## src/hdl/drds_pkg.sv

```systemverilog
// Shared constants, codes and types of the dual-range decimating sampler.
`default_nettype none
package drds_pkg;

   localparam int QUEUE_DEPTH    = 1024;
   localparam int QADDR_BITS     = $clog2(QUEUE_DEPTH);
   localparam int QCOUNT_BITS    = $clog2(QUEUE_DEPTH + 1);
   localparam int QWIDE_BITS     = QCOUNT_BITS + 1;

   localparam int MAX_DECIMATION = 1024;
   localparam int PAIR_BITS      = $clog2(MAX_DECIMATION + 1);

   localparam int SAMPLE_BITS    = 12;
   localparam int SUM_BITS       = 22;
   localparam int GAIN_BITS      = 32;
   localparam int PROD_BITS      = SUM_BITS + GAIN_BITS;
   localparam int VALUE_BITS     = 56;
   localparam int TOTAL_BITS     = 32;
   localparam int DEC_BITS       = 11;
   localparam int REQ_BITS       = 2;

   localparam int CSR_INDEX_BITS = 3;
   localparam int CSR_DATA_BITS  = 32;

   localparam int OUTQ_DEPTH     = 8;
   localparam int OUTQ_PTR_BITS  = $clog2(OUTQ_DEPTH);
   localparam int CREDIT_BITS    = $clog2(OUTQ_DEPTH + 1);

   localparam logic [DEC_BITS-1:0]    DECIMATION_RESET = 11'd1;
   localparam logic [SAMPLE_BITS-1:0] THRESHOLD_RESET  = 12'hff0;

   localparam logic [REQ_BITS-1:0] REQ_SAMPLE = 2'd0;
   localparam logic [REQ_BITS-1:0] REQ_POP    = 2'd1;
   localparam logic [REQ_BITS-1:0] REQ_START  = 2'd2;
   localparam logic [REQ_BITS-1:0] REQ_STOP   = 2'd3;

   localparam logic [CSR_INDEX_BITS-1:0] CSR_DECIMATION   = 3'd0;
   localparam logic [CSR_INDEX_BITS-1:0] CSR_TOTAL_VALUES = 3'd1;
   localparam logic [CSR_INDEX_BITS-1:0] CSR_GAIN_HIGH    = 3'd2;
   localparam logic [CSR_INDEX_BITS-1:0] CSR_GAIN_LOW     = 3'd3;
   localparam logic [CSR_INDEX_BITS-1:0] CSR_THRESHOLD    = 3'd4;

   typedef struct packed {
      logic [GAIN_BITS-1:0] gain_high;
      logic [GAIN_BITS-1:0] gain_low;
   } cfg_type;

   typedef struct packed {
      logic                  vld;
      logic [QADDR_BITS-1:0] addr;
      logic [SUM_BITS-1:0]   sum_high;
      logic [SUM_BITS-1:0]   sum_low;
   } push_type;

   typedef struct packed {
      logic                  vld;
      logic [QADDR_BITS-1:0] addr;
      logic                  empty;
      logic                  overflow;
      logic                  done;
   } pop_type;

   typedef struct packed {
      logic [VALUE_BITS-1:0] value;
      logic                  queue_empty;
      logic                  overflow_seen;
      logic                  run_complete;
   } entry_type;

   typedef struct packed {
      logic      vld;
      entry_type entry;
   } result_type;

endpackage
`default_nettype wire

```

## src/hdl/drds_outq.sv

```systemverilog
// Response queue with credit count: holds popped items until taken.
`default_nettype none
module drds_outq (
   input  wire logic                       clock,
   input  wire logic                       reset,
   input  drds_pkg::result_type            result,
   input  wire logic                       credit_take,
   input  wire logic                       rsp_ready,
   output logic                            rsp_valid,
   output drds_pkg::entry_type             rsp_entry,
   output logic                            room
);

   drds_pkg::entry_type                slot_ff [drds_pkg::OUTQ_DEPTH];
   logic [drds_pkg::OUTQ_PTR_BITS-1:0] wr_ptr_ff, wr_ptr_in;
   logic [drds_pkg::OUTQ_PTR_BITS-1:0] rd_ptr_ff, rd_ptr_in;
   logic [drds_pkg::CREDIT_BITS-1:0]   occ_ff, occ_in;
   logic [drds_pkg::CREDIT_BITS-1:0]   credit_ff, credit_in;
   logic                               give;

   assign rsp_valid = (occ_ff != '0);
   assign rsp_entry = slot_ff[rd_ptr_ff];
   assign give      = rsp_valid && rsp_ready;
   assign room      = (credit_ff < drds_pkg::CREDIT_BITS'(drds_pkg::OUTQ_DEPTH));

   always_comb begin
      wr_ptr_in = wr_ptr_ff;
      rd_ptr_in = rd_ptr_ff;
      occ_in    = occ_ff;
      credit_in = credit_ff;
      if (result.vld) begin
         if (wr_ptr_ff == drds_pkg::OUTQ_PTR_BITS'(drds_pkg::OUTQ_DEPTH - 1)) begin
            wr_ptr_in = '0;
         end else begin
            wr_ptr_in = wr_ptr_ff + 1'b1;
         end
      end
      if (give) begin
         if (rd_ptr_ff == drds_pkg::OUTQ_PTR_BITS'(drds_pkg::OUTQ_DEPTH - 1)) begin
            rd_ptr_in = '0;
         end else begin
            rd_ptr_in = rd_ptr_ff + 1'b1;
         end
      end
      occ_in    = occ_ff + drds_pkg::CREDIT_BITS'(result.vld) - drds_pkg::CREDIT_BITS'(give);
      credit_in = credit_ff + drds_pkg::CREDIT_BITS'(credit_take)
                - drds_pkg::CREDIT_BITS'(give);
   end

   always_ff @(posedge clock) begin
      if (reset) begin
         wr_ptr_ff <= '0;
         rd_ptr_ff <= '0;
         occ_ff    <= '0;
         credit_ff <= '0;
      end else begin
         wr_ptr_ff <= wr_ptr_in;
         rd_ptr_ff <= rd_ptr_in;
         occ_ff    <= occ_in;
         credit_ff <= credit_in;
      end
   end

   always_ff @(posedge clock) begin
      if (result.vld) begin
         slot_ff[wr_ptr_ff] <= result.entry;
      end
   end

endmodule
`default_nettype wire

```

## config.mk

```make
export PLATFORM = sky130hd
export DESIGN_NAME = drds_outq
export DESIGN_NICKNAME = d
export VERILOG_FILES = /design/src/hdl/drds_pkg.sv /design/src/hdl/drds_outq.sv
export SDC_FILE = /design/constraint.sdc
export NUM_CORES = 1
export LEC_CHECK = 0
export BUFFER_PORTS_ARGS = -buffer_cell sky130_fd_sc_hd__buf_2
export CORE_UTILIZATION = 35
export CTS_BUF_LIST = sky130_fd_sc_hd__clkbuf_8
export CTS_CLUSTER_DIAMETER = 50
export DETAILED_ROUTE_END_ITERATION = 12
export HOLD_SLACK_MARGIN = 0.06
export SLEW_MARGIN = 20
export SYNTH_ARGS = -nofsm -noshare
export SYNTH_HDL_FRONTEND = slang
export SYNTH_SLANG_ARGS = --single-unit
```

## constraint.sdc

```tcl
create_clock -name clock -period 6.07 [get_ports clock]
set_input_delay 0.3035 -clock clock [delete_from_list [all_inputs] [get_ports clock]]
set_output_delay 0.3035 -clock clock [all_outputs]
set_load 0.005 [all_outputs]
```

# After elaboration in Yosys (flattened, before gate mapping)
# Memories as Yosys holds them, arrays and structs flattened. A register that Yosys moved wholly into a read port is not among the register bits.
# Cells that the tools add are included.
# totals
reg_bits	14
ram_bits	472
inputBits	64
output_inout_bits	61
word_cells	22
memories	1
# memory_table
name	words	word_bits	rd	rd_ports_with_merged_regs	wr	line	text
slot_ff	8	59	1	1	1	drds_outq.sv:14	drds_pkg::entry_type slot_ff [drds_pkg::OUTQ_DEPTH];
# classes
n_addsub	6
n_lt_le_gt_ge	1
eq_ne	2
muxes	6
reduce_logical	2
# ops
op	n
3-bit two-way mux	4
4-bit by 1-bit adder with 4-bit output	2
4-bit by 1-bit subtractor with 4-bit output	2
3-bit by 1-bit adder with 3-bit output, second input constant	2
3-bit == test, second input constant	2
4-bit < comparator, second input constant	1
4-bit nonzero test	1
1-bit two-way mux	2
1-bit logical AND	1

# Longest topological paths before layout
# logic_depth
ltp_word	4
mapped_depth	11
depth_no_buf	10

# Least setup slack after synthesis
# No wires, ideal clock.
# synth_path
path_type	reg2reg
from	register wr_ptr_ff[2] (netlist bit)
to	memory slot_ff[0][0] (netlist bit) (enable)
setup_time_ps	549
t_arrival_ps	4515
required_time_ps	5521
slack_ps	1007
path_stages_with_launch	3
n_path_buf	0
period_less_slack_ps	5063
cell_sequence	dfxtp_1 nand2b_1 nor3_1
# synth_rtl
element	line	text
start, declared	drds_outq.sv:15	logic [drds_pkg::OUTQ_PTR_BITS-1:0] wr_ptr_ff, wr_ptr_in;
start signal, assigned	drds_outq.sv:57	wr_ptr_ff <= wr_ptr_in;
end, declared	drds_outq.sv:14	
# No word-level cell before the write port.

==> flow_results.xml <==
<?xml version="1.0" encoding="UTF-8"?>
<metrics>
  <group name="outcome">
    <metric name="run_status" unit="">finished, final reports clean</metric>
  </group>
  <group name="floorplanning">
    <metric name="core_region_area" unit="sq um">52600</metric>
    <metric name="die-area" unit="sq um">54100</metric>
    <metric name="die-height" unit="microns">233</metric>
    <metric name="start_util" unit="">0.354</metric>
    <metric name="die_w" unit="microns">233</metric>
    <metric name="num_io_pins" unit="">125</metric>
    <metric name="row_count" unit="">84</metric>
  </group>
  <group name="flow_run">
    <metric name="max-cap-violations" unit="">0</metric>
  </group>
  <group name="synthesis">
    <metric name="synth-main-ff-cell" unit="">sky130_fd_sc_hd__edfxtp_1</metric>
    <metric name="yosys.cell_types.count" unit="">27</metric>
    <metric name="synthDominantAreaCellType" unit="">sky130_fd_sc_hd__edfxtp_1</metric>
    <metric name="synth_most_common_cell" unit="">sky130_fd_sc_hd__edfxtp_1</metric>
    <metric name="synth_edf_count" unit="">472</metric>
    <metric name="ys_ff_latch" unit="">489</metric>
    <metric name="synthesis.instances" unit="">784</metric>
    <metric name="synthTopCellsByArea" unit="">sky130_fd_sc_hd__edfxtp_1, sky130_fd_sc_hd__mux4_2, sky130_fd_sc_hd__mux2_2, sky130_fd_sc_hd__dfxtp_1, sky130_fd_sc_hd__ha_1</metric>
    <metric name="synthesis.area_per_instance" unit="sq um">23.7</metric>
    <metric name="yosys_warnings" unit="">0</metric>
    <metric name="netlist_area" unit="sq um">18600</metric>
    <metric name="async_flop_share" unit="">0</metric>
    <metric name="synthTopCellsByCount" unit="">sky130_fd_sc_hd__edfxtp_1, sky130_fd_sc_hd__mux4_2, sky130_fd_sc_hd__mux2_2</metric>
    <metric name="synth_sequential_area_ratio" unit="">0.780</metric>
    <metric name="synth_top_cell_area_share" unit="">0.761</metric>
    <metric name="synth_nets" unit="">861</metric>
  </group>
  <group name="global_route">
    <metric name="groute.usage.overall" unit="">0.142</metric>
    <metric name="grt_overflow" unit="">0</metric>
    <metric name="antenna_found_initial" unit="">4</metric>
    <metric name="grt_pass1_wl" unit="microns">56400</metric>
    <metric name="via_count_of_the_first_global_routing_pass" unit="">9496</metric>
    <metric name="maximum_number_of_pins_on_one_net_before_global_route_repair" unit="">71</metric>
  </group>
  <group name="place">
    <metric name="finalWeightedCongestion" unit="">0.677</metric>
    <metric name="post-place-cells" unit="">1574</metric>
    <metric name="pre_cts_ws" unit="ps">3400</metric>
    <metric name="place_hpwl" unit="microns">19200</metric>
    <metric name="placement.io_buffers" unit="">124</metric>
  </group>
  <group name="power">
    <metric name="switching_share" unit="">0.240</metric>
    <metric name="peakVddDrop" unit="mV">0.160</metric>
    <metric name="total_design_power" unit="mW">7.66</metric>
    <metric name="power.leakage" unit="nW">7.22</metric>
    <metric name="pwr-share-seq" unit="">0.508</metric>
    <metric name="cell_internal_pwr" unit="mW">5.82</metric>
    <metric name="power-per-cell-area" unit="nW/um^2">344</metric>
    <metric name="share_comb_of_total_power" unit="">0.143</metric>
    <metric name="clkPwrFrac" unit="">0.349</metric>
    <metric name="p_switching" unit="mW">1.83</metric>
  </group>
  <group name="drt">
    <metric name="detail_route.first_pass.iterations" unit="">6</metric>
    <metric name="drc" unit="">0</metric>
    <metric name="route.detailed.vias_per_inst" unit="">4.79</metric>
    <metric name="violation_count_after_the_first_detailed_route_iteration" unit="">488</metric>
    <metric name="routed_via_count" unit="">8573</metric>
    <metric name="drt-wirelength-per-cell" unit="microns">20.7</metric>
    <metric name="drt_wl_total" unit="microns">37000</metric>
    <metric name="route.antenna.remaining_nets" unit="">0</metric>
  </group>
  <group name="sta">
    <metric name="hold_violation_total_from_the_final_report" unit="">0</metric>
    <metric name="timing.max_slew.rel_slack" unit="">0.263</metric>
    <metric name="worst_slew_pin_slew" unit="ps">1110</metric>
    <metric name="final.min_clock_period" unit="ps">3190</metric>
    <metric name="achievable-frequency" unit="GHz">0.314</metric>
    <metric name="rsz0062_at_grt" unit="">no</metric>
    <metric name="report.final.setup_viol" unit="">0</metric>
    <metric name="final.period_utilization" unit="">0.525</metric>
    <metric name="tns" unit="ps">0</metric>
    <metric name="pins_over_slew_limit" unit="">0</metric>
    <metric name="final.setup.worst_slack" unit="ps">2880</metric>
    <metric name="worst_clock_skew" unit="ps">19.1</metric>
  </group>
  <group name="setup_path">
    <metric name="cp.buffers_inverters" unit="">2</metric>
    <metric name="worst-endpoint-arrival" unit="ps">2880</metric>
    <metric name="crit_required" unit="ps">5770</metric>
    <metric name="cp_max_fo" unit="">37</metric>
    <metric name="crit_type" unit="">reg -&gt; out</metric>
    <metric name="critical_path.endpoint_type" unit="">output port</metric>
    <metric name="cp_top_delay_family" unit="">multiplexers</metric>
    <metric name="ff2ff_setup_slack" unit="ps">3530</metric>
    <metric name="crit_start_category" unit="">flop</metric>
    <metric name="timing.critical_path.slowest_stage_cell" unit="">sky130_fd_sc_hd__buf_4</metric>
    <metric name="timing.critical_path.slowest_cell_delay" unit="ps">670</metric>
    <metric name="critical_path.cell_chain" unit="">buf_4 -&gt; mux4_2 -&gt; mux2_2 -&gt; buf_2</metric>
  </group>
  <group name="clock_network">
    <metric name="clk_pin_slew" unit="ps">50</metric>
    <metric name="post_cts_setup_buffers" unit="">0</metric>
    <metric name="clkLatencyLatePin" unit="ps">620</metric>
    <metric name="post_cts_resize_count" unit="">0</metric>
    <metric name="cts_tree" unit="">done</metric>
    <metric name="cts-root-buf" unit="">sky130_fd_sc_hd__clkbuf_8</metric>
    <metric name="htree_num_levels" unit="">3</metric>
    <metric name="cts_buffer_depth" unit="">3</metric>
    <metric name="clock-sinks" unit="">489</metric>
    <metric name="cts_buffers" unit="">83</metric>
  </group>
  <group name="cells_and_area">
    <metric name="drive_gt1_frac" unit="">0.398</metric>
    <metric name="final_cell_count_without_fillers" unit="">1788</metric>
    <metric name="area_growth_syn_to_layout" unit="%">19.5</metric>
    <metric name="final_nets" unit="">1111</metric>
  </group>
  <group name="hold_path">
    <metric name="min_path_type" unit="">in -&gt; reg</metric>
  </group>
</metrics>
sequential cells by signal (all words and copies together), names as in the netlist, named ones only:
name       cells
wr_ptr_ff      3
slot_ff      472
occ_ff         4
credit_ff      4
rd_ptr_ff      3
path summary, 6_finish.rpt:
check                                   from            to  cells past startpoint
worst max-delay path                    flop  rsp_entry[5]                      4
worst min-delay path               rsp_ready     occ_ff[0]                      4
worst max register to register     occ_ff[2]  credit_ff[0]                      8
worst min register to register  rd_ptr_ff[1]  rd_ptr_ff[1]                      2
worst reg2reg max path, delay by kind of cell (launching register included):
family	cells	cell delay (ps)
simple gates	3	950
buf+inv	2	620
fa+ha+maj	2	390
flops	1	300
xor+xnor	1	180
power groups by stage:
stage          Sequential, mW  Combinational [mW]  Clock (mW)
6_report                 3.89                1.10        2.67
2_1_floorplan            3.91               0.764           0
3_3_place_gp             3.96                1.08           0
5_1_grt                  3.90                1.22        2.92
3_5_place_dp             3.96                1.09           0
4_1_cts                  3.89                1.14        2.77
logic make-up (layout without fill, tap and decap cells):
family / after synthesis / count (layout) / share of synthesized area
buffers and inverters: 44 / 358 / 0.0121
flip-flops: 489 / 489 / 0.780
other: 0 / 2 / 0
AO/OA/AOI/OAI: 7 / 7 / 0.00222
adder cells (fa/ha/maj): 13 / 13 / 0.00954
multiplexers: 186 / 186 / 0.183
XOR/XNOR: 4 / 4 / 0.00188
AND/OR/NAND/NOR: 41 / 41 / 0.0112
area by class of cell:
type	count	area [sq um]
Fill cell	4625	30300
Sequential cell	489	14500
Multi-Input combinational cell	251	3930
Timing Repair Buffer	201	1370
Clock buffer	87	1200
Tap cell	688	861
Clock inverter	62	325
Inverter	8	30.0
Antenna cell	2	5.00
stage by stage:
step           hold slack [ps]  utilization  instance area (sq um)
2_1_floorplan              402            -                  18600
3_3_place_gp               494        0.382                  20100
3_5_place_dp               505        0.382                  20100
4_1_cts                    116        0.423                  22200
5_1_grt                    186        0.423                  22200
6_report                   181        0.423                  22200
layout by cell type, fill, tap and decap left out, types with 4 or more instances in the layout:
| cell type | n |
|---|---|
| sky130_fd_sc_hd__dlygate4sd3_1 | 63 |
| sky130_fd_sc_hd__inv_1 | 32 |
| sky130_fd_sc_hd__nand2b_1 | 8 |
| sky130_fd_sc_hd__dfxtp_1 | 14 |
| sky130_fd_sc_hd__clkbuf_8 | 87 |
| sky130_fd_sc_hd__clkinv_1 | 21 |
| sky130_fd_sc_hd__mux4_2 | 118 |
| sky130_fd_sc_hd__mux2_2 | 61 |
| sky130_fd_sc_hd__clkinv_2 | 8 |
| sky130_fd_sc_hd__a21oi_1 | 5 |
| sky130_fd_sc_hd__nor2_4 | 6 |
| sky130_fd_sc_hd__ha_1 | 11 |
| sky130_fd_sc_hd__edfxtp_1 | 472 |
| sky130_fd_sc_hd__clkinvlp_4 | 4 |
| sky130_fd_sc_hd__buf_4 | 12 |
| sky130_fd_sc_hd__nor2_1 | 10 |
| sky130_fd_sc_hd__mux2i_1 | 7 |
| sky130_fd_sc_hd__buf_2 | 124 |
per-layer routing:
layer,vias up,global-route usage,share of wire
li1,3811,-,-
met1,4505,0.189,0.45
met2,201,0.225,0.48
met3,52,0.0368,0.059
met4,4,0.0525,0.017
met5,-,0,0.00073
timing repair:
item	in CTS	in global routing
endpoints found under the setup margin	0	0
hold buffers	63	0
hold endpoints to repair	482	0
No activity file was read; power rests on OpenSTA's default activity.
