## src/hdl/drds_pkg.sv

```systemverilog
// Shared constants, codes and types of the dual-range decimating sampler.
`default_nettype none
package drds_pkg;

   localparam int QUEUE_DEPTH    = 1024;
   localparam int QADDR_BITS     = $clog2(QUEUE_DEPTH);
   localparam int QCOUNT_BITS    = $clog2(QUEUE_DEPTH + 1);
   localparam int QWIDE_BITS     = QCOUNT_BITS + 1;

   localparam int MAX_DECIMATION = 1024;
   localparam int PAIR_BITS      = $clog2(MAX_DECIMATION + 1);

   localparam int SAMPLE_BITS    = 12;
   localparam int SUM_BITS       = 22;
   localparam int GAIN_BITS      = 32;
   localparam int PROD_BITS      = SUM_BITS + GAIN_BITS;
   localparam int VALUE_BITS     = 56;
   localparam int TOTAL_BITS     = 32;
   localparam int DEC_BITS       = 11;
   localparam int REQ_BITS       = 2;

   localparam int CSR_INDEX_BITS = 3;
   localparam int CSR_DATA_BITS  = 32;

   localparam int OUTQ_DEPTH     = 8;
   localparam int OUTQ_PTR_BITS  = $clog2(OUTQ_DEPTH);
   localparam int CREDIT_BITS    = $clog2(OUTQ_DEPTH + 1);

   localparam logic [DEC_BITS-1:0]    DECIMATION_RESET = 11'd1;
   localparam logic [SAMPLE_BITS-1:0] THRESHOLD_RESET  = 12'hff0;

   localparam logic [REQ_BITS-1:0] REQ_SAMPLE = 2'd0;
   localparam logic [REQ_BITS-1:0] REQ_POP    = 2'd1;
   localparam logic [REQ_BITS-1:0] REQ_START  = 2'd2;
   localparam logic [REQ_BITS-1:0] REQ_STOP   = 2'd3;

   localparam logic [CSR_INDEX_BITS-1:0] CSR_DECIMATION   = 3'd0;
   localparam logic [CSR_INDEX_BITS-1:0] CSR_TOTAL_VALUES = 3'd1;
   localparam logic [CSR_INDEX_BITS-1:0] CSR_GAIN_HIGH    = 3'd2;
   localparam logic [CSR_INDEX_BITS-1:0] CSR_GAIN_LOW     = 3'd3;
   localparam logic [CSR_INDEX_BITS-1:0] CSR_THRESHOLD    = 3'd4;

   typedef struct packed {
      logic [GAIN_BITS-1:0] gain_high;
      logic [GAIN_BITS-1:0] gain_low;
   } cfg_type;

   typedef struct packed {
      logic                  vld;
      logic [QADDR_BITS-1:0] addr;
      logic [SUM_BITS-1:0]   sum_high;
      logic [SUM_BITS-1:0]   sum_low;
   } push_type;

   typedef struct packed {
      logic                  vld;
      logic [QADDR_BITS-1:0] addr;
      logic                  empty;
      logic                  overflow;
      logic                  done;
   } pop_type;

   typedef struct packed {
      logic [VALUE_BITS-1:0] value;
      logic                  queue_empty;
      logic                  overflow_seen;
      logic                  run_complete;
   } entry_type;

   typedef struct packed {
      logic      vld;
      entry_type entry;
   } result_type;

endpackage
`default_nettype wire

```

## src/hdl/drds_ctrl.sv

```systemverilog
// Control registers, range selection, accumulation and queue bookkeeping.
`default_nettype none
module drds_ctrl (
   input  wire logic                                 clock,
   input  wire logic                                 reset,
   input  wire logic                                 csr_we,
   input  wire logic [drds_pkg::CSR_INDEX_BITS-1:0]  csr_index,
   input  wire logic [drds_pkg::CSR_DATA_BITS-1:0]   csr_wdata,
   input  wire logic                                 accept,
   input  wire logic [drds_pkg::REQ_BITS-1:0]        req_type,
   input  wire logic [drds_pkg::SAMPLE_BITS-1:0]     high_sample,
   input  wire logic [drds_pkg::SAMPLE_BITS-1:0]     low_sample,
   output drds_pkg::cfg_type                         cfg,
   output drds_pkg::push_type                        push,
   output drds_pkg::pop_type                         pop
);

   logic [drds_pkg::DEC_BITS-1:0]     decimation_ff, decimation_in;
   logic [drds_pkg::TOTAL_BITS-1:0]   total_values_ff, total_values_in;
   logic [drds_pkg::GAIN_BITS-1:0]    gain_high_ff, gain_high_in;
   logic [drds_pkg::GAIN_BITS-1:0]    gain_low_ff, gain_low_in;
   logic [drds_pkg::SAMPLE_BITS-1:0]  threshold_ff, threshold_in;

   logic [drds_pkg::SUM_BITS-1:0]     high_sum_ff, high_sum_in;
   logic [drds_pkg::SUM_BITS-1:0]     low_sum_ff, low_sum_in;
   logic [drds_pkg::PAIR_BITS-1:0]    pair_count_ff, pair_count_in;
   logic [drds_pkg::QADDR_BITS-1:0]   queue_head_ff, queue_head_in;
   logic [drds_pkg::QCOUNT_BITS-1:0]  queue_count_ff, queue_count_in;
   logic                              overflow_ff, overflow_in;
   logic [drds_pkg::TOTAL_BITS-1:0]   produced_ff, produced_in;
   logic                              running_ff, running_in;
   drds_pkg::push_type                push_ff, push_in;
   drds_pkg::pop_type                 pop_ff, pop_in;

   always_comb begin
      decimation_in   = decimation_ff;
      total_values_in = total_values_ff;
      gain_high_in    = gain_high_ff;
      gain_low_in     = gain_low_ff;
      threshold_in    = threshold_ff;
      if (csr_we) begin
         case (csr_index)
            drds_pkg::CSR_DECIMATION:   decimation_in   = csr_wdata[drds_pkg::DEC_BITS-1:0];
            drds_pkg::CSR_TOTAL_VALUES: total_values_in = csr_wdata[drds_pkg::TOTAL_BITS-1:0];
            drds_pkg::CSR_GAIN_HIGH:    gain_high_in    = csr_wdata[drds_pkg::GAIN_BITS-1:0];
            drds_pkg::CSR_GAIN_LOW:     gain_low_in     = csr_wdata[drds_pkg::GAIN_BITS-1:0];
            drds_pkg::CSR_THRESHOLD:    threshold_in    = csr_wdata[drds_pkg::SAMPLE_BITS-1:0];
            default: ;
         endcase
      end
   end

   always_comb begin
      logic [drds_pkg::PAIR_BITS-1:0]  eff_decimation;
      logic [drds_pkg::PAIR_BITS-1:0]  pair_next;
      logic [drds_pkg::SUM_BITS-1:0]   high_add;
      logic [drds_pkg::SUM_BITS-1:0]   low_add;
      logic [drds_pkg::QWIDE_BITS-1:0] rd_wide;
      logic [drds_pkg::TOTAL_BITS-1:0] produced_next;

      high_sum_in    = high_sum_ff;
      low_sum_in     = low_sum_ff;
      pair_count_in  = pair_count_ff;
      queue_head_in  = queue_head_ff;
      queue_count_in = queue_count_ff;
      overflow_in    = overflow_ff;
      produced_in    = produced_ff;
      running_in     = running_ff;
      push_in        = '0;
      pop_in         = '0;

      if (decimation_ff == '0) begin
         eff_decimation = drds_pkg::PAIR_BITS'(1);
      end else if (32'(decimation_ff) > 32'(drds_pkg::MAX_DECIMATION)) begin
         eff_decimation = drds_pkg::PAIR_BITS'(drds_pkg::MAX_DECIMATION);
      end else begin
         eff_decimation = drds_pkg::PAIR_BITS'(decimation_ff);
      end
      pair_next     = pair_count_ff + 1'b1;
      produced_next = produced_ff + 1'b1;

      high_add = high_sum_ff;
      low_add  = low_sum_ff;
      if (low_sample < threshold_ff) begin
         low_add = low_sum_ff + drds_pkg::SUM_BITS'(low_sample);
      end else begin
         high_add = high_sum_ff + drds_pkg::SUM_BITS'(high_sample);
      end

      rd_wide = drds_pkg::QWIDE_BITS'(queue_head_ff)
              + drds_pkg::QWIDE_BITS'(drds_pkg::QUEUE_DEPTH)
              - drds_pkg::QWIDE_BITS'(queue_count_ff);
      if (rd_wide >= drds_pkg::QWIDE_BITS'(drds_pkg::QUEUE_DEPTH)) begin
         rd_wide = rd_wide - drds_pkg::QWIDE_BITS'(drds_pkg::QUEUE_DEPTH);
      end

      if (accept) begin
         case (req_type)
            drds_pkg::REQ_SAMPLE: begin
               if (running_ff) begin
                  high_sum_in   = high_add;
                  low_sum_in    = low_add;
                  pair_count_in = pair_next;
                  if (pair_next >= eff_decimation) begin
                     high_sum_in   = '0;
                     low_sum_in    = '0;
                     pair_count_in = '0;
                     if (queue_count_ff >= drds_pkg::QCOUNT_BITS'(drds_pkg::QUEUE_DEPTH)) begin
                        overflow_in = 1'b1;
                     end else begin
                        push_in.vld      = 1'b1;
                        push_in.addr     = queue_head_ff;
                        push_in.sum_high = high_add;
                        push_in.sum_low  = low_add;
                        if (queue_head_ff ==
                            drds_pkg::QADDR_BITS'(drds_pkg::QUEUE_DEPTH - 1)) begin
                           queue_head_in = '0;
                        end else begin
                           queue_head_in = queue_head_ff + 1'b1;
                        end
                        queue_count_in = queue_count_ff + 1'b1;
                        produced_in    = produced_next;
                        if (produced_next >= total_values_ff) begin
                           running_in = 1'b0;
                        end
                     end
                  end
               end
            end
            drds_pkg::REQ_POP: begin
               pop_in.vld      = 1'b1;
               pop_in.addr     = rd_wide[drds_pkg::QADDR_BITS-1:0];
               pop_in.empty    = (queue_count_ff == '0);
               pop_in.overflow = overflow_ff;
               pop_in.done     = (produced_ff != '0) && (produced_ff >= total_values_ff);
               if (queue_count_ff != '0) begin
                  queue_count_in = queue_count_ff - 1'b1;
               end
            end
            drds_pkg::REQ_START: begin
               high_sum_in    = '0;
               low_sum_in     = '0;
               pair_count_in  = '0;
               produced_in    = '0;
               queue_head_in  = '0;
               queue_count_in = '0;
               overflow_in    = 1'b0;
               running_in     = 1'b1;
            end
            drds_pkg::REQ_STOP: begin
               running_in = 1'b0;
            end
            default: ;
         endcase
      end
   end

   always_ff @(posedge clock) begin
      if (reset) begin
         decimation_ff   <= drds_pkg::DECIMATION_RESET;
         total_values_ff <= '0;
         gain_high_ff    <= '0;
         gain_low_ff     <= '0;
         threshold_ff    <= drds_pkg::THRESHOLD_RESET;
         high_sum_ff     <= '0;
         low_sum_ff      <= '0;
         pair_count_ff   <= '0;
         queue_head_ff   <= '0;
         queue_count_ff  <= '0;
         overflow_ff     <= 1'b0;
         produced_ff     <= '0;
         running_ff      <= 1'b0;
         push_ff         <= '0;
         pop_ff          <= '0;
      end else begin
         decimation_ff   <= decimation_in;
         total_values_ff <= total_values_in;
         gain_high_ff    <= gain_high_in;
         gain_low_ff     <= gain_low_in;
         threshold_ff    <= threshold_in;
         high_sum_ff     <= high_sum_in;
         low_sum_ff      <= low_sum_in;
         pair_count_ff   <= pair_count_in;
         queue_head_ff   <= queue_head_in;
         queue_count_ff  <= queue_count_in;
         overflow_ff     <= overflow_in;
         produced_ff     <= produced_in;
         running_ff      <= running_in;
         push_ff         <= push_in;
         pop_ff          <= pop_in;
      end
   end

   assign cfg.gain_high = gain_high_ff;
   assign cfg.gain_low  = gain_low_ff;
   assign push          = push_ff;
   assign pop           = pop_ff;

endmodule
`default_nettype wire

```

## config.mk

```make
export PLATFORM = sky130hd
export DESIGN_NAME = drds_ctrl
export DESIGN_NICKNAME = d
export VERILOG_FILES = /design/src/hdl/drds_pkg.sv /design/src/hdl/drds_ctrl.sv
export SDC_FILE = /design/constraint.sdc
export NUM_CORES = 1
export LEC_CHECK = 0
export ABC_CLOCK_PERIOD_IN_PS = 6900
export BUFFER_PORTS_ARGS = -buffer_cell sky130_fd_sc_hd__buf_4
export CORE_UTILIZATION = 55
export CTS_CLUSTER_DIAMETER = 30
export DETAILED_ROUTE_END_ITERATION = 12
export PLACE_DENSITY = 0.81
export RECOVER_POWER = 25
export SYNTH_ARGS = -nofsm -noshare
export SYNTH_HDL_FRONTEND = slang
export SYNTH_SLANG_ARGS = --single-unit
```

## constraint.sdc

```tcl
create_clock -name clock -period 6.9 [get_ports clock]
set_clock_uncertainty 0.2 [all_clocks]
set_input_delay 1.035 -clock clock [delete_from_list [all_inputs] [get_ports clock]]
set_output_delay 1.035 -clock clock [all_outputs]
set_load 0.03 [all_outputs]
```

Word level (Yosys, flattened, before mapping) --
Index checks and enable logic that the tools add are counted.
Storage, ports and cells: flip-flop bits (word level) 298, input bits 65, output and inout bits 133
Operators by class: multiplexer cells 39, $lt $le $gt $ge 7, reduce and logical (&&, ||, !) cells 24, bitwise operators 5, $add $sub $neg 10, equality and inequality tests 13
Operators with widths (number):
- $mux 22 | 6
- $mux 32 | 3
- $mux 11 | 8
- $pmux 22 s2 | 2
- $ge 32x32->1 | 2
- $pmux 32 s2 | 1
- $mux 55 | 1
- $mux 10 | 5
- $add 22x12->22 | 2
- $pmux 11 s3 | 1
- $add 32x1->32 const B | 1
- $reduce_bool 32->1 | 1
- $add 11x1->11 const B | 2
- $logic_not 11->1 | 2
- $pmux 11 s2 | 1
- $pmux 10 s2 | 1
- $mux 14 | 1
- $add 10x11->12 const B | 1
- $ge 12x11->1 const B | 1
- $lt 12x12->1 | 1
- $reduce_and 2->1 | 6
- $sub 12x11->12 | 1
- $ge 11x11->1 | 1
- $ge 11x11->1 const B | 1
- 28 further kinds | 46

Depth between registers and ports, before layout --
Gate-level depths: netlist (run 1).
depth in word-level cells 7, mapped depth 16, depth with buffers taken out 14

Worst setup path after synthesis (run 1) --
OpenSTA, ideal clock, no wires.
path type input to register, start point input port req_type[1] (netlist bit), end point register queue_count_ff[10] (netlist bit), arrival time 3.353 ns, path slack 3.267 ns, path buffers 1, library setup time 0.081 ns, stages on the path 9, cell sequence clkbuf_1 nor2_1 ha_1 a21oi_1 o22ai_1 o41ai_1 o21ai_0 o21bai_1 a41oi_1
Between the ends: word-level cells in the longest chain between the ends 3, elaborated cells between the ends (all ways) 10, those cells by class eq/ne (6); mux (1); reduce/logical (3)
RTL lines:
- start, declared | line drds_ctrl.sv:10 | input wire logic [drds_pkg::REQ_BITS-1:0] req_type,
- $eq 2x1->1, or another cell as far along | line drds_ctrl.sv:98 | case (req_type)
- $ne 2x2->1 (no source line) or $reduce_bool 3->1 (tied branches)
- $reduce_and 6->1 (no source line)
- end signal, assigned | line drds_ctrl.sv:185 | queue_count_ff <= queue_count_in;
- end, declared | line drds_ctrl.sv:28 | logic [drds_pkg::QCOUNT_BITS-1:0] queue_count_ff, queue_count_in;
Parallel ways exist; a longest one is shown, timed or not. A chain may end at the register's enable or synchronous reset.

Worst setup path after layout (run 1) --
start point register pair_count_ff[0] (netlist bit), end point register high_sum_ff[1] (netlist bit)
Between the ends: word-level cells in the longest chain between the ends 5
RTL lines:
- start, declared | line drds_ctrl.sv:26 | logic [drds_pkg::PAIR_BITS-1:0] pair_count_ff, pair_count_in;
- start signal, assigned | line drds_ctrl.sv:183 | pair_count_ff <= pair_count_in;
- $add 11x1->11 | line drds_ctrl.sv:79 | pair_next = pair_count_ff + 1'b1;
- $ge 11x11->1 | line drds_ctrl.sv:104 | if (pair_next >= eff_decimation) begin
- $mux 22 | line drds_ctrl.sv:104
- $mux 22 | line drds_ctrl.sv:100 | if (running_ff) begin
- $pmux 22 s2 | line drds_ctrl.sv:98
- end signal, assigned | line drds_ctrl.sv:181 | high_sum_ff <= high_sum_in;
- end, declared | line drds_ctrl.sv:24 | logic [drds_pkg::SUM_BITS-1:0] high_sum_ff, high_sum_in;
No other way between the ends. The select of a mux whose other input is x is not followed.

==> results_dict.tcl, run 1 <==
set metrics [dict create \
    finalSetupTns_ps 0 \
    diodes 0 \
    fin_crit_sh 0.665 \
    cp_data_required_time_ps 7180 \
    mostFrequentLayoutCells "nand2_1, dfxtp_1, a21oi_1" \
    clock_sinks 298 \
    vias_per_cell 5.86 \
    syn_nets 2165 \
    globalplace.congestion 0.927 \
    clk_pin_slew_worst_paths_ps 50 \
    slowest_stage "nor3_1" \
    die_x_um 171 \
    hold-path-cell-count 2 \
    hpwlAfterDp_um 29800 \
    clock.fmax_mhz 218 \
    syn_inst 1964 \
    worst_pin_slew_ps 1560 \
    ys_async_sr_fraction 0 \
    drtIter0Drc 1219 \
    critPathKind "reg2reg" \
    violations "max-capacitance violations, max-slew violations" \
    cp.arrival_ps 4860 \
    track_usage 0.302 \
    final_common_cell "nand2_1" \
    clk_latency_ps 560 \
    tritoncts "built" \
    synth_edf_count 0 \
    worstPathCellList "ha_1 > and3_1 > and3_1 > nand3_1 > xnor2_1 > ha_1 > a2111oi_0 > o221ai_1 > inv_1 > a21oi_1 > buf_4 > nor3_1 > a22oi_1 > nor2_1" \
    cp-end-kind "register" \
    fin_util 0.702 \
    dieHeight_um 171 \
    root_buffer "clkbuf_16" \
    synthToLayoutAreaGrowth_pct 24.9 \
    synth.cell_area_um2 15700 \
    peakVddDrop_mv 0.195 \
    netlist-cell-type-count 73 \
    relSlewSlack -0.0413 \
    start_util 0.562 \
    wl_um 44400 \
    ys_top_cells_by_area "dfxtp_1, ha_1, nand2_1, a21oi_1, nor2_1" \
    hold_path_end "total_values_ff[11]" \
    ys.warnings.count 0 \
    port_buffers 197 \
    synth.top_cell.area_share 0.380 \
    finalPower_uw 5500 \
    grt_pass1_vias 14700 \
    die_area_um2 29200 \
    numCtsBuffers 69 \
    rr_worst_depth 14 \
    setup_viol 0 \
    worstHoldPathType "reg2reg" \
    core_um2 27900 \
    power_leakage_uw 0.00814 \
    finalNonFillerCells 2580 \
    grt_max_degree 99 \
    syn_avg_cell_area_um2 7.99 \
    slew_viol_final 33 \
    drc 0 \
    r2r-start "pair_count_ff[0]" \
    startpoint_type "register" \
    reg2reg_slack_ps 2310 \
    r2r_end "high_sum_ff[1]" \
    yosysTopAreaCell "dfxtp_1" \
    fp-row-count 61 \
    post_cts_buffers 0 \
    rsz0062_at_grt "false" \
    hold_start "total_values_ff[11]" \
    grt_first_pass_wirelength_um 71400 \
    vias 15100 \
    ys_ff_latch 298 \
    run_status "complete, but fails checks" \
    grt_antenna_before_repair 0 \
    max_cap_violations 1 \
    cts_resized 0 \
    ioPinCount 198 \
    hold_viol_final 0 \
    crit_fanout 14 \
    fin_hold_ws_ps 250 \
    firstDrtPassIters 10 \
    final_antenna_net_count 0 \
    final_nets 2348 \
    max_stage_delay_ps 1060 \
    cts_htree_levels 3 \
    p_per_area_nw_per_um2 281 \
    timing.final.crit_period_ps 4590 \
    overflow 0 \
    cts_buffer_depth 3 \
    layout-drive-gt1-share 0.139 \
    drt-wirelength-per-cell_um 17.2 \
    synth_flop_cell "dfxtp_1" \
    hold_buffers 0 \
    dp.cells 2454 \
    seq_area_frac_synth 0.380 \
]
-- power by group --
group	switching, µW	internal (µW)	total, µW
logic	244	133	377
clock network	1030	2320	3350
registers	20.5	1750	1770
-- cell families (layout without fill, tap and decap cells) --
logic type                 count (synthesis)  count (layout)  synth area share
AOI/OAI and AO/OA                        502             502             0.196
xor gates and xnor gates                  83              83            0.0463
adders and majority gates                136             136             0.110
buffers and inverters                    196             434            0.0489
DFF                                      298             298             0.380
muxes                                      2               2           0.00128
and+or+nand+nor                          747             747             0.217
-- cell type report --
cell class	instances	area, µm²
clock buffers	92	1990
clock inverters	34	439
fillers	2176	8330
inverters	91	342
multi-input cells	1470	8970
flip-flops and latches	298	5970
well taps	378	473
repair buffers	217	1430
-- sequential cells by signal, indices dropped and copies added, names as in the netlist, 14 cells and up --
| signal | cells |
|---|---|
| low_sum_ff | 22 |
| high_sum_ff | 22 |
| pop | 14 |
| gain_high_ff | 32 |
| push | 55 |
| gain_low_ff | 32 |
| produced_ff | 32 |
| total_values_ff | 32 |
-- worst max-delay path by stage --
stage,depth (start not counted),slack [ps],start,to
finish,14,2310,pair_count_ff[0],high_sum_ff[1]
global route,14,1950,pair_count_ff[0],high_sum_ff[1]
CTS,14,2410,pair_count_ff[0],high_sum_ff[0]
detailed placement,14,2490,pair_count_ff[0],high_sum_ff[0]
global placement,14,2690,pair_count_ff[0],high_sum_ff[11]
floorplan,9,3270,req_type[1],queue_count_ff[10]
-- per-layer routing --
layer  share of wire  vias up  track usage
li1                -     7253            -
met1            0.43     7103        0.388
met2            0.46      657        0.483
met3           0.077      110       0.0622
met4           0.030        0        0.142
met5               0        -            0
-- per-stage QoR --
stage / setup slack [ps] / instance area [µm²]
after CTS: 2410 / 19800
final: 2310 / 19600
after global routing: 1950 / 19600
after detailed placement: 2490 / 17400
after floorplan: 3270 / 15700
after global placement: 2690 / 17400
-- Yosys cell counts (all sizes together), types with 5 or more instances --
library cell  count
nor2            126
nand2           364
or2               5
o21a              9
a21oi           238
a21o             44
a311oi           10
nand4b            5
nor4             12
nor3             46
o21ai            62
inv              89
or3              17
or4               6
ha              132
nor2b            11
and2              9
nand3            57
dfxtp           298
o31ai             6
nand4            22
a2111oi           5
o211ai           21
nand2b           14
xor2             33
a211oi           11
xnor2            50
clkbuf           78
a211o             5
buf              27
nand3b            5
and3             38
a22oi            26
a31oi            30
-- critical path: cells and delay by family (launching register included) --
kind	cells	cell delay, ps
buf+inv	2	390
compound gates	4	1010
flops	1	410
xor+xnor	1	240
fa+ha+maj	2	500
simple gates	5	1760
Note: power is estimated with default switching activity, not from simulation.
==> inputs of run 2 (changes only) <==
--- a/config.mk
+++ b/config.mk
@@ -5,7 +5,7 @@
 export SDC_FILE = /design/constraint.sdc
 export NUM_CORES = 1
 export LEC_CHECK = 0
-export ABC_CLOCK_PERIOD_IN_PS = 6900
+export ABC_CLOCK_PERIOD_IN_PS = 4400
 export BUFFER_PORTS_ARGS = -buffer_cell sky130_fd_sc_hd__buf_4
 export CORE_UTILIZATION = 55
 export CTS_CLUSTER_DIAMETER = 30
==> constraint.sdc (replaced) <==
create_clock -name clock -period 4.4 [get_ports clock]
set_clock_uncertainty 0.2 [all_clocks]
set_input_delay 0.66 -clock clock [delete_from_list [all_inputs] [get_ports clock]]
set_output_delay 0.66 -clock clock [all_outputs]
set_load 0.03 [all_outputs]
==> results_dict.tcl, run 2 (synthesized netlist as in run 1, its figures left out) <==
set metrics [dict create \
    rsz0062_at_grt "false" \
    fin_util 0.699 \
    overflow 0 \
    power_leakage_uw 0.00804 \
    root_buffer "clkbuf_16" \
    final_nets 2354 \
    grt_antenna_before_repair 0 \
    clk_pin_slew_worst_paths_ps 50 \
    run_status "complete, but fails checks" \
    layout-drive-gt1-share 0.128 \
    cts_htree_levels 3 \
    crit_fanout 8 \
    tritoncts "built" \
    largest_register_ffs 55 \
    r2r-start "produced_ff[3]" \
    die_x_um 171 \
    fp-row-count 61 \
    ioPinCount 198 \
    dp.cells 2461 \
    final_common_cell "nand2_1" \
    finalNonFillerCells 2584 \
    slew_viol_final 97 \
    hold_start "accept" \
    cp.arrival_ps 4240 \
    diodes 0 \
    met1_usage 0.395 \
    register_area_um2 5970 \
    clock_sinks 298 \
    synthToLayoutAreaGrowth_pct 24.4 \
    final_antenna_net_count 0 \
    violations "max-capacitance violations, max-slew violations" \
    globalplace.congestion 0.897 \
    hpwlAfterDp_um 29300 \
    drtIter0Drc 1284 \
    fillers 2181 \
    cp_data_required_time_ps 4620 \
    fin_crit_sh 0.913 \
    grt_first_pass_wirelength_um 70200 \
    p_per_area_nw_per_um2 437 \
    startpoint_type "register" \
    timing.final.crit_period_ps 4020 \
    core_um2 27900 \
    firstDrtPassIters 5 \
    track_usage 0.296 \
    clk_latency_ps 560 \
    start_util 0.562 \
    busiest_layer "met2" \
    grt_pass1_vias 14300 \
    die_area_um2 29200 \
    mostFrequentLayoutCells "nand2_1, dfxtp_1, a21oi_1" \
    max_cap_violations 1 \
    cp-end-kind "register" \
    dieHeight_um 171 \
    relSlewSlack -0.452 \
    critPathKind "reg2reg" \
    hold_viol_final 0 \
    grt_max_degree 105 \
    numCtsBuffers 67 \
    clock.fmax_mhz 249 \
    port_buffers 197 \
    drt-wirelength-per-cell_um 17.0 \
    met2_usage 0.465 \
    startpoint "produced_ff[3]" \
    worstHoldPathType "in2reg" \
    wl_um 44000 \
    drc 0 \
    cts_buffer_depth 3 \
    setup_viol 0 \
    worst_pin_slew_ps 2180 \
    peakVddDrop_mv 0.288 \
    met3_usage 0.0601 \
    vias_per_cell 5.86 \
    vias 15100 \
    multi_input_area_um2 8980 \
]
run 2: cell types whose count changed in the layout (fill, tap and decap cells not counted), moves of 2 or more:
| cell | before | now |
|---|---|---|
| clkbuf_1 | 61 | 89 |
| inv_6 | 6 | 2 |
| clkbuf_16 | 71 | 67 |
| inv_16 | 1 | 3 |
| buf_4 | 164 | 138 |
| clkinv_8 | 0 | 2 |
| clkinv_2 | 8 | 12 |
run 2: metal layers:
layer / vias up / share of wire
met1: 7068 / 0.43
met2: 677 / 0.46
met5: - / 0
met4: 0 / 0.026
met3: 108 / 0.081
li1: 7282 / -
run 2: critical path, cell delays in order (launching register included):
cell,delay [ps]
dfxtp_1,500
nand2_1,130
nor2_1,260
nand3_1,210
or2_2,390
xnor2_1,140
ha_1,300
a21o_1,190
a21o_1,160
a2111oi_0,440
o21bai_1,130
a21oi_1,270
a2111oi_0,210
o41ai_1,350
run 2: metrics by stage:
step           total power (µW)  hold WS (ps)  TNS [ps]  cell area (µm²)  setup slack, ps
6_report                   8530           155         0            19500              384
5_1_grt                    8770           162         0            19500             93.9
4_1_cts                    8570           135     -72.0            19800            -28.1
3_5_place_dp               3410           247         0            17400             60.9
3_3_place_gp               3390           242         0            17400              156
2_1_floorplan              3200           231         0            15700              901
run 2: layout make-up:
cell class / instances / area share
clock buffer: 86 / 0.0968
timing repair buffer: 225 / 0.0709
inverter: 91 / 0.0175
sequential: 298 / 0.306
tap: 378 / 0.0242
multi-input combinational: 1470 / 0.460
clock inverter: 36 / 0.0246
run 2: timing repair:
action / 4_1_cts / 5_1_grt
gates resized for setup: 0 / 3
setup endpoints to repair: 4 / 11
hold buffers: 0 / 0
setup buffers: 0 / 0
run 2: worst paths after layout:
path | to | cells past startpoint | slack, ps
max | running_ff | 13 | 380
max reg2reg | running_ff | 13 | 380
min | overflow_ff | 2 | 150
min reg2reg | total_values_ff[11] | 2 | 250
run 2: power by group:
| part | internal (µW) | leakage (µW) | switching [µW] |
|---|---|---|---|
| Combinational | 209 | 0.00447 | 386 |
| Sequential | 2750 | 0.00241 | 32.1 |
| Clock | 3520 | 0.00115 | 1640 |
| Total | 6470 | 0.00804 | 2050 |
